File: config.mk
export PLATFORM = sky130hd
export DESIGN_NAME = lamp_pwm_key_controller_top
export DESIGN_NICKNAME = d
export VERILOG_FILES = /design/src/rtl/core/lpkc_pkg.sv /design/src/rtl/core/lpkc_keys.sv /design/src/rtl/core/lpkc_drive.sv /design/src/rtl/core/lamp_pwm_key_controller_top.sv
export SDC_FILE = /design/constraint.sdc
export NUM_CORES = 1
export LEC_CHECK = 0
export BUFFER_PORTS_ARGS = -buffer_cell sky130_fd_sc_hd__buf_2
export CELL_PAD_IN_SITES_DETAIL_PLACEMENT = 0
export CELL_PAD_IN_SITES_GLOBAL_PLACEMENT = 1
export CORE_MARGIN = 10
export CORE_UTILIZATION = 47
export DETAILED_ROUTE_END_ITERATION = 8
export MAX_ROUTING_LAYER = met4
export PLACE_DENSITY_LB_ADDON = 0.2
export SETUP_SLACK_MARGIN = 0.1
export SLEW_MARGIN = 20
export SYNTH_ARGS = -nofsm -noshare
export SYNTH_HDL_FRONTEND = slang
export SYNTH_SLANG_ARGS = --single-unit
File: constraint.sdc
create_clock -name clk -period 11.85 [get_ports clk]
set_input_delay 0 -clock clk [delete_from_list [all_inputs] [get_ports clk]]
set_output_delay 0 -clock clk [all_outputs]
set_load 0.01 [all_outputs]
File: src/rtl/core/lpkc_pkg.sv
package lpkc_pkg;

  localparam int PWM_PERIOD   = 100;
  localparam int BLINK_PERIOD = 10000;

  localparam int PWM_W   = $clog2(PWM_PERIOD);
  localparam int BLINK_W = $clog2(BLINK_PERIOD);
  localparam int SP_W    = 10;
  localparam int SCAN_W  = 10;
  localparam int KEY_W   = 7;

  localparam logic [SCAN_W-1:0] SCAN_PERIOD_RST = SCAN_W'(100);

  localparam logic [SP_W-1:0] SP_RESET = SP_W'(300);
  localparam logic [SP_W-1:0] SP_STEP  = SP_W'(50);
  localparam logic [SP_W:0]   SP_LIMIT = (SP_W+1)'(600);

  localparam logic [BLINK_W-1:0] BLINK_LAST = BLINK_W'(BLINK_PERIOD - 1);
  localparam logic [BLINK_W-1:0] BLINK_HALF = BLINK_W'(BLINK_PERIOD / 2);
  localparam logic [PWM_W-1:0]   PWM_LAST   = PWM_W'(PWM_PERIOD - 1);

  // key codes after inversion, one-hot per key
  localparam logic [KEY_W-1:0] KEY_AUTO   = 7'h01;
  localparam logic [KEY_W-1:0] KEY_LAMP   = 7'h02;
  localparam logic [KEY_W-1:0] KEY_SET    = 7'h10;
  localparam logic [KEY_W-1:0] KEY_UP     = 7'h20;
  localparam logic [KEY_W-1:0] KEY_DOWN   = 7'h40;
  localparam int               KEY_FWD_BIT = 2;
  localparam int               KEY_REV_BIT = 3;

  // setpoint / 6 as multiply by reciprocal: floor(x * 683 / 4096) is exact below 1024
  localparam int DUTY_RECIP = 683;
  localparam int DUTY_SHIFT = 12;
  localparam int DUTY_W     = 8;

  typedef struct packed {
    logic [KEY_W-1:0] key_lines;
    logic             presence;
  } src_word_t;

  typedef struct packed {
    logic            lamp_lit;
    logic            motor_left;
    logic            motor_right;
    logic            auto_mode;
    logic            setting_active;
    logic [SP_W-1:0] setpoint;
    logic            value_visible;
  } dst_word_t;

  // key state after the current tick, handed to the drive logic
  typedef struct packed {
    logic            auto_flag;
    logic            manual_lamp;
    logic            setting_flag;
    logic [SP_W-1:0] setpoint;
    logic            blink_clear;
  } key_state_t;

  function automatic logic [DUTY_W-1:0] duty_of(input logic [SP_W-1:0] sp);
    logic [SP_W+DUTY_SHIFT-1:0] prod;
    prod = (SP_W+DUTY_SHIFT)'(sp) * (SP_W+DUTY_SHIFT)'(DUTY_RECIP);
    return prod[DUTY_SHIFT +: DUTY_W];
  endfunction

endpackage

File: src/rtl/core/lpkc_keys.sv
module lpkc_keys (
  input  logic                      clk,
  input  logic                      rst,
  input  logic                      adv,
  input  logic [lpkc_pkg::SCAN_W-1:0] scan_period,
  input  logic [lpkc_pkg::KEY_W-1:0]  key_lines,
  output lpkc_pkg::key_state_t      ks_next
);
  import lpkc_pkg::*;

  localparam logic [1:0] KP_IDLE    = 2'd0;
  localparam logic [1:0] KP_PRESSED = 2'd1;
  localparam logic [1:0] KP_WAIT    = 2'd2;

  logic [1:0]        key_phase, key_phase_next;
  logic [SCAN_W-1:0] scan_count, scan_count_next;
  logic              auto_flag, manual_lamp, setting_flag;
  logic [SP_W-1:0]   setpoint_reg;

  logic [KEY_W-1:0]  pressed;
  logic [SCAN_W-1:0] period;
  logic              due, act;

  assign pressed = ~key_lines;
  assign period  = (scan_period == '0) ? SCAN_W'(1) : scan_period;
  assign due     = ({1'b0, scan_count} + (SCAN_W+1)'(1)) >= {1'b0, period};
  assign scan_count_next = due ? '0 : scan_count + SCAN_W'(1);

  always_comb begin
    key_phase_next = key_phase;
    act = 1'b0;
    if (due) begin
      unique case (key_phase)
        KP_IDLE: begin
          if (pressed != '0) key_phase_next = KP_PRESSED;
        end
        KP_PRESSED: begin
          if (pressed == '0) begin
            key_phase_next = KP_IDLE;
          end else begin
            key_phase_next = KP_WAIT;
            act = 1'b1;
          end
        end
        default: begin
          if (pressed == '0) key_phase_next = KP_IDLE;
        end
      endcase
    end
  end

  always_comb begin
    ks_next.auto_flag    = auto_flag;
    ks_next.manual_lamp  = manual_lamp;
    ks_next.setting_flag = setting_flag;
    ks_next.setpoint     = setpoint_reg;
    ks_next.blink_clear  = 1'b0;
    if (act) begin
      // a combination of keys matches no arm and does nothing
      unique case (pressed)
        KEY_AUTO: ks_next.auto_flag = ~auto_flag;
        KEY_LAMP: begin
          if (!auto_flag) ks_next.manual_lamp = ~manual_lamp;
        end
        KEY_SET: begin
          ks_next.setting_flag = ~setting_flag;
          ks_next.blink_clear  = 1'b1;
        end
        KEY_UP: begin
          if (setting_flag && ({1'b0, setpoint_reg} + {1'b0, SP_STEP}) < SP_LIMIT)
            ks_next.setpoint = setpoint_reg + SP_STEP;
        end
        KEY_DOWN: begin
          if (setting_flag && setpoint_reg > SP_STEP)
            ks_next.setpoint = setpoint_reg - SP_STEP;
        end
        default: ;
      endcase
    end
  end

  always_ff @(posedge clk) begin
    if (rst) begin
      key_phase    <= KP_IDLE;
      scan_count   <= '0;
      auto_flag    <= 1'b0;
      manual_lamp  <= 1'b0;
      setting_flag <= 1'b0;
      setpoint_reg <= SP_RESET;
    end else if (adv) begin
      key_phase    <= key_phase_next;
      scan_count   <= scan_count_next;
      auto_flag    <= ks_next.auto_flag;
      manual_lamp  <= ks_next.manual_lamp;
      setting_flag <= ks_next.setting_flag;
      setpoint_reg <= ks_next.setpoint;
    end
  end

endmodule

File: src/rtl/core/lpkc_drive.sv
module lpkc_drive (
  input  logic                 clk,
  input  logic                 rst,
  input  logic                 adv,
  input  lpkc_pkg::src_word_t  src_word,
  input  lpkc_pkg::key_state_t ks_next,
  output lpkc_pkg::dst_word_t  result
);
  import lpkc_pkg::*;

  localparam logic [1:0] MOTOR_STOP = 2'd0;
  localparam logic [1:0] MOTOR_FWD  = 2'd1;
  localparam logic [1:0] MOTOR_REV  = 2'd2;

  logic [1:0]         motor_state, motor_state_next;
  logic [PWM_W-1:0]   pwm_phase, pwm_phase_next;
  logic [BLINK_W-1:0] blink_count, blink_count_next, blink_base;
  logic               fwd_key, rev_key, enable;
  logic [DUTY_W-1:0]  duty;

  assign fwd_key = ~src_word.key_lines[KEY_FWD_BIT];
  assign rev_key = ~src_word.key_lines[KEY_REV_BIT];

  // both keys down holds the previous drive
  always_comb begin
    unique if (fwd_key && !rev_key) motor_state_next = MOTOR_FWD;
    else if (rev_key && !fwd_key)   motor_state_next = MOTOR_REV;
    else if (!fwd_key && !rev_key)  motor_state_next = MOTOR_STOP;
    else                            motor_state_next = motor_state;
  end

  assign enable = ks_next.auto_flag ? src_word.presence : ks_next.manual_lamp;
  assign duty   = enable ? duty_of(ks_next.setpoint) : '0;

  assign pwm_phase_next = (pwm_phase >= PWM_LAST) ? '0 : pwm_phase + PWM_W'(1);

  assign blink_base = ks_next.blink_clear ? '0 : blink_count;
  always_comb begin
    blink_count_next = blink_base;
    if (ks_next.setting_flag)
      blink_count_next = (blink_base >= BLINK_LAST) ? '0 : blink_base + BLINK_W'(1);
  end

  always_comb begin
    result.lamp_lit       = duty > DUTY_W'(pwm_phase);
    result.motor_left     = (motor_state_next == MOTOR_FWD);
    result.motor_right    = (motor_state_next == MOTOR_REV);
    result.auto_mode      = ks_next.auto_flag;
    result.setting_active = ks_next.setting_flag;
    result.setpoint       = ks_next.setpoint;
    result.value_visible  = blink_count_next < BLINK_HALF;
  end

  always_ff @(posedge clk) begin
    if (rst) begin
      motor_state <= MOTOR_STOP;
      pwm_phase   <= '0;
      blink_count <= '0;
    end else if (adv) begin
      motor_state <= motor_state_next;
      pwm_phase   <= pwm_phase_next;
      blink_count <= blink_count_next;
    end
  end

endmodule

File: src/rtl/core/lamp_pwm_key_controller_top.sv
// Lamp, motor and key controller. Each src word is one timer tick (active-low key lines and
// presence bit) and yields exactly one dst word with the state after that tick. A word is
// taken into an input register and computed in one pass into the result register, so dst_valid
// rises once the word has passed both registers, and one word per cycle is sustained while
// dst_stall stays low. Under a downstream stall the result register holds its word and the
// input register takes one more before src_stall rises. scan_period (cfg_wr_data) sets how
// many ticks pass between key samples, zero counting as one; write it only while no word is
// in flight.
module lamp_pwm_key_controller_top (
  input  logic                        clk,
  input  logic                        rst,
  input  logic                        cfg_wr_en,
  input  logic [lpkc_pkg::SCAN_W-1:0] cfg_wr_data,
  input  logic                        src_valid,
  output logic                        src_stall,
  input  lpkc_pkg::src_word_t         src_data,
  output logic                        dst_valid,
  input  logic                        dst_stall,
  output lpkc_pkg::dst_word_t         dst_data
);
  import lpkc_pkg::*;

  logic [SCAN_W-1:0] scan_period;
  logic              hold_valid;
  src_word_t         hold_word;
  logic              adv, take;
  key_state_t        ks_next;
  dst_word_t         result;

  assign src_stall = hold_valid & dst_valid & dst_stall;
  assign take      = src_valid & ~src_stall;
  assign adv       = hold_valid & ~(dst_valid & dst_stall);

  always_ff @(posedge clk) begin
    if (rst) begin
      scan_period <= SCAN_PERIOD_RST;
    end else if (cfg_wr_en) begin
      scan_period <= cfg_wr_data;
    end
  end

  always_ff @(posedge clk) begin
    if (rst) begin
      hold_valid <= 1'b0;
    end else if (take) begin
      hold_valid <= 1'b1;
    end else if (adv) begin
      hold_valid <= 1'b0;
    end
  end

  always_ff @(posedge clk) begin
    if (take) hold_word <= src_data;
  end

  lpkc_keys u_keys (
    .clk         (clk),
    .rst         (rst),
    .adv         (adv),
    .scan_period (scan_period),
    .key_lines   (hold_word.key_lines),
    .ks_next     (ks_next)
  );

  lpkc_drive u_drive (
    .clk      (clk),
    .rst      (rst),
    .adv      (adv),
    .src_word (hold_word),
    .ks_next  (ks_next),
    .result   (result)
  );

  always_ff @(posedge clk) begin
    if (rst) begin
      dst_valid <= 1'b0;
    end else if (adv) begin
      dst_valid <= 1'b1;
    end else if (!dst_stall) begin
      dst_valid <= 1'b0;
    end
  end

  always_ff @(posedge clk) begin
    if (adv) dst_data <= result;
  end

  a_sp_range: assert property (@(posedge clk) disable iff (rst)
    dst_valid |-> (dst_data.setpoint >= SP_STEP && dst_data.setpoint <= SP_W'(550)))
    else $error("setpoint out of range");

  a_motor_excl: assert property (@(posedge clk) disable iff (rst)
    dst_valid |-> !(dst_data.motor_left && dst_data.motor_right))
    else $error("both motor lines driven");

  a_stall_cause: assert property (@(posedge clk) disable iff (rst)
    src_stall |-> (hold_valid && dst_valid && dst_stall))
    else $error("src stalled without downstream backpressure");

  a_hold_moves: assert property (@(posedge clk) disable iff (rst)
    (hold_valid && !dst_valid) |=> dst_valid)
    else $error("held word not moved into free result register");

endmodule
-- Yosys cells after proc, flatten, opt, wreduce, memory -nomap -nowiden
Index checks and enable logic that the tools add are counted.
- bits in registers: 84
- output and inout port bits: 18
- logic and storage cells: 102
- $add $sub $neg: 7
- multiply operators: 1
- $lt $le $gt $ge: 7
- equal/unequal tests: 10
- mux-type cells: 31
- bitwise gates (word level): 13
- reductions and logical operators: 12
- operators with widths (kind ; count):
    $mux W14 ; 4
    $mux W10 ; 4
    $mul A10 B10 Y20 const B ; 1
    $pmux W10 S2 ; 1
    $add A14 B1 Y14 const B ; 1
    $ge A14 B14 Y1 const B ; 1
    $lt A14 B13 Y1 const B ; 1
    $mux W1 ; 13
    $mux W2 ; 6
    $add A10 B1 Y11 const B ; 1
    $add A10 B6 Y11 const B ; 1
    $ge A11 B10 Y1 ; 1
    $lt A11 B10 Y1 const B ; 1
    $add A10 B1 Y10 const B ; 1
    $add A10 B6 Y10 const B ; 1
    $gt A10 B6 Y1 const B ; 1
    $logic_not A10 Y1 ; 1
    $sub A10 B6 Y10 const B ; 1
    $gt A8 B7 Y1 ; 1
    $mux W8 ; 1
    $add A7 B1 Y7 const B ; 1
    $eq A7 B1 Y1 const B ; 1
    $eq A7 B2 Y1 const B ; 1
    $eq A7 B5 Y1 const B ; 1
    other kinds (18) ; 34

-- Depth between registers and ports, before layout
- word-level depth: 11
- mapped depth: 46
- mapped depth without buffers: 45

-- Cells and area by module
Synthesis repeated with hierarchy kept, for this count alone.
- cells, all modules: 818
- area total of the unflattened synthesis: 7061.8 um2
- by module, submodules not included (module ; times used ; cells each ; area an instance (um2)):
    lpkc_drive ; 1 ; 425 ; 3540.9
    lpkc_keys ; 1 ; 327 ; 2361.0
    lamp_pwm_key_controller_top ; 1 ; 66 ; 1159.9

-- Worst setup path after synthesis
No wires, ideal clock.
- kind: register to register
- start point: register u_keys.scan_count[0]
- end point: register dst_data[15] (netlist name), data pin
- library setup time: 0.271 ns
- data arrival time: 8.047 ns
- slack: 3.532 ns
- stages on the path, launching flop included: 38
- period minus slack after synthesis: 8.318 ns
- path through: dfxtp_1 -> ha_1 -> nand3_1 -> or3_1 -> nand2_1 -> ha_1 -> and2_0 -> a221o_1 -> a41oi_1 -> o31a_2 -> a21oi_1 -> or3_1 -> a21oi_1 -> inv_1 -> ha_1 -> ha_1 -> inv_1 -> fa_1 -> (+2 left out) -> inv_1 -> fa_1 -> inv_1 -> ha_1 -> a21o_1 -> a21o_1 -> a21oi_1 -> nand2_1 -> a31oi_4 -> nor3_2 -> or4_1 -> and3_1 -> ha_1 -> nor2b_1 -> o21ai_0 -> nand2b_1 -> a21oi_1 -> o221ai_1
- RTL lines (what ; RTL line ; text):
    from (decl) ; lpkc_keys.sv:16 ; logic [SCAN_W-1:0] scan_count, scan_count_next;
    from (signal assigned) ; lpkc_keys.sv:92 ; scan_count <= scan_count_next;
    to (signal assigned) ; lamp_pwm_key_controller_top.sv:85 ; if (adv) dst_data <= result;
    to (decl) ; lamp_pwm_key_controller_top.sv:19 ; output lpkc_pkg::dst_word_t dst_data

==> metrics.txt <==
worst hold path class in -> reg; asr flop ratio synth 0; Area Growth Syn to Fin 12.5%; row count 43; VDD IR max 0.0796 mV; Crit-path slowest cell fa_1; clock root cell clkbuf_16; DR iter-0 viols 373; final WL 16,500 µm; post-route non-filler standard cell count between 1,000 and 1,500; RSZ-0062 raised after global routing false; Tmin final ~9 ns; top cell type by total area after synthesis dfxtp_1; routed length per instance roughly 16 µm; Initial Util 0.476; most instantiated library cell after synthesis ha_1; Peak Freq 108 MHz; TritonCTS clock tree done; Nets between 900 and 1,000; dpl cells around 1,000; largest net degree at the start of global routing 62; CP Launch Type register; Avg Vias per Cell ~5.7; CTS max path bufs 2; Top Registers dst_data: 15 flops, u_drive.blink_count: 14 flops; initial antenna violation count 0; final core occ 0.536; family with the most delay on the worst path adder cells; Overflow after GRT 0; Final Hold Fails 0; register area share after synthesis 0.285; Hold Path Cell Cnt 3; crit-path max cell delay between 0.5 and 0.6 ns; Net Count, Synth ~910; die footprint ~0.019 mm²; final setup vio count 0; Worst-path clk slew 0.06 ns; setup TNS 0 ns; # diodes 0; die height ~140 µm; Die W approximately 140 µm; hpwl dp around 12,000 µm; critical path peak fanout 9; commonest register cell after synthesis dfxtp_1; leading post-synthesis cells by cell area dfxtp_1 (18%), ha_1 (15%), edfxtp_1 (11%); Biggest register dst_data; Worst Clk Skew ~0.0063 ns; P_leak about 3.2 nW; synth unique cells 76; DR DRC count 0; Yosys Warn Count 0; setup bufs post-CTS 0; Required @ worst endpoint ~12 ns; RR Endpoint dst_data[15]; mean area per synthesized cell 8.30 µm²; Critical Path End Type register; total power 917 µW; Final period util 0.781; Detail Route Antenna Nets 0; Critical Path Most Common Cell ha_1; cell area after synthesis approximately 0.0066 mm²; WP buf/inv 5; via count just under 6,000; layout cell share with drive strength beyond 1 0.0933; Seq cells post-synth 82; Gates resized, CTS repair 0; Post-synth EDFFs 23; worst hold start cfg_wr_en; end of the worst hold path scan_period[2]; Syn Inst Count a little under 800; pwr dens ~120 mW/mm²; vias in the first global route between 5,000 and 6,000; slew margin rel. 0.263; CORE AREA about 0.014 mm²; number of I/O pins 41; CTS buffer count 9; Slew @ Worst Pin around 1.1 ns; Crit Reg-Reg Startpoint u_keys.scan_count[0]; CTS H-tree depth 3; kind of critical path reg -> reg; Slew Viols, Final 0; routability cong. between 0.9 and 1; CTS Sinks just over 80; max cap viols 0; Clk Latency, worst-skew pair around 0.35 ns; Critical Path AT approximately 9.3 ns; FF-to-FF path depth 41; First-pass DRT Iterations 5; flip-flop count of the largest register after layout 15; status finished, final reports clean; top-area cell type share of the netlist area 0.180; synth cell count leaders ha_1 (79), nand2_1 (77), inv_1 (73), nor2_1 (71), a21oi_1 (60); GRT Util Overall 0.174; port bufs 39; reg2reg setup slack 2.60 ns; global-route wire length before repair approximately 27,000 µm
[kinds of logic (layout without fill, tap and decap cells)]
family                     count (synthesis)  in the layout  share of synthesized area
adders and majority gates                 96             96                      0.203
other                                      1              1                   0.000572
and+or+nand+nor                          289            289                      0.217
AOI/OAI and AO/OA                        178            178                      0.180
buffers and inverters                    108            154                     0.0643
DFF                                       82             82                      0.285
xor gates and xnor gates                  28             28                     0.0374
muxes                                      8              8                     0.0122
[where the power goes]
part,leakage [nW],total [mW],internal [mW],switching (mW)
clock,0.154,0.289,0.169,0.120
combinational,2.36,0.314,0.138,0.176
sequential,0.694,0.314,0.301,0.0138
total,3.21,0.917,0.607,0.310
[cells in the final DEF, fill, tap and decap left out, types with 17 or more instances in the layout]
cell type	n
dfxtp_1	59
edfxtp_1	23
inv_1	72
ha_1	79
nor2_1	71
dlygate4sd3_1	20
o21ai_0	37
nand2_1	77
nand3_1	33
a21oi_1	60
xnor2_1	20
buf_2	39
fa_1	17
[worst max path at each step]
stage,start,endpoint,slack [ns],cells past startpoint
CTS,u_keys.scan_count[0],dst_data[15],2.57,41
floorplan,u_keys.scan_count[0],dst_data[15],3.53,37
detailed placement,u_keys.scan_count[0],dst_data[15],2.62,41
global route,u_keys.scan_count[0],dst_data[15],1.91,41
finish,u_keys.scan_count[0],dst_data[15],2.60,41
global placement,u_keys.scan_count[0],dst_data[15],2.81,41
[area by class of cell]
| type | instances | area, µm² |
|---|---|---|
| Fill cell | 1316 | 6400 |
| Sequential cell | 82 | 1870 |
| Clock buffer | 12 | 279 |
| Multi-Input combinational cell | 600 | 4270 |
| Tap cell | 180 | 225 |
| Timing Repair Buffer | 63 | 425 |
| Inverter | 75 | 282 |
| Clock inverter | 4 | 28.8 |
[tightest hold or removal path: cells and delay by family]
family | cells | cell delay [ns]
AOI/OAI and AO/OA | 1 | 0.07
buffers and inverters | 1 | 0.20
and+or+nand+nor | 1 | 0.09
[stage by stage]
step / instance area (µm²) / hold WS [ns] / setup WS [ns]
finish: 7380 / 0.0605 / 2.60
floorplan: 6560 / 0.0989 / 3.53
global route: 7380 / 0.0696 / 1.91
global placement: 6870 / 0.178 / 2.81
detailed placement: 6870 / 0.178 / 2.62
CTS: 7380 / 0.0500 / 2.57
[per-layer routing]
metal | vias up | global-route usage | routed length (µm) | part of all wire
met3 | 18 | 0.0298 | 574 | 0.035
met5 | - | - | 0 | 0
met2 | 127 | 0.282 | 7810 | 0.47
met1 | 2792 | 0.216 | 7820 | 0.48
met4 | 0 | 0.0527 | 257 | 0.016
li1 | 2900 | - | - | -
[what timing repair did]
action | 4_1_cts | 5_1_grt
endpoints found under the setup margin | 0 | 0
hold endpoints to repair | 20 | 0
hold buffers | 20 | 0
(Power assumes the default switching activity.)
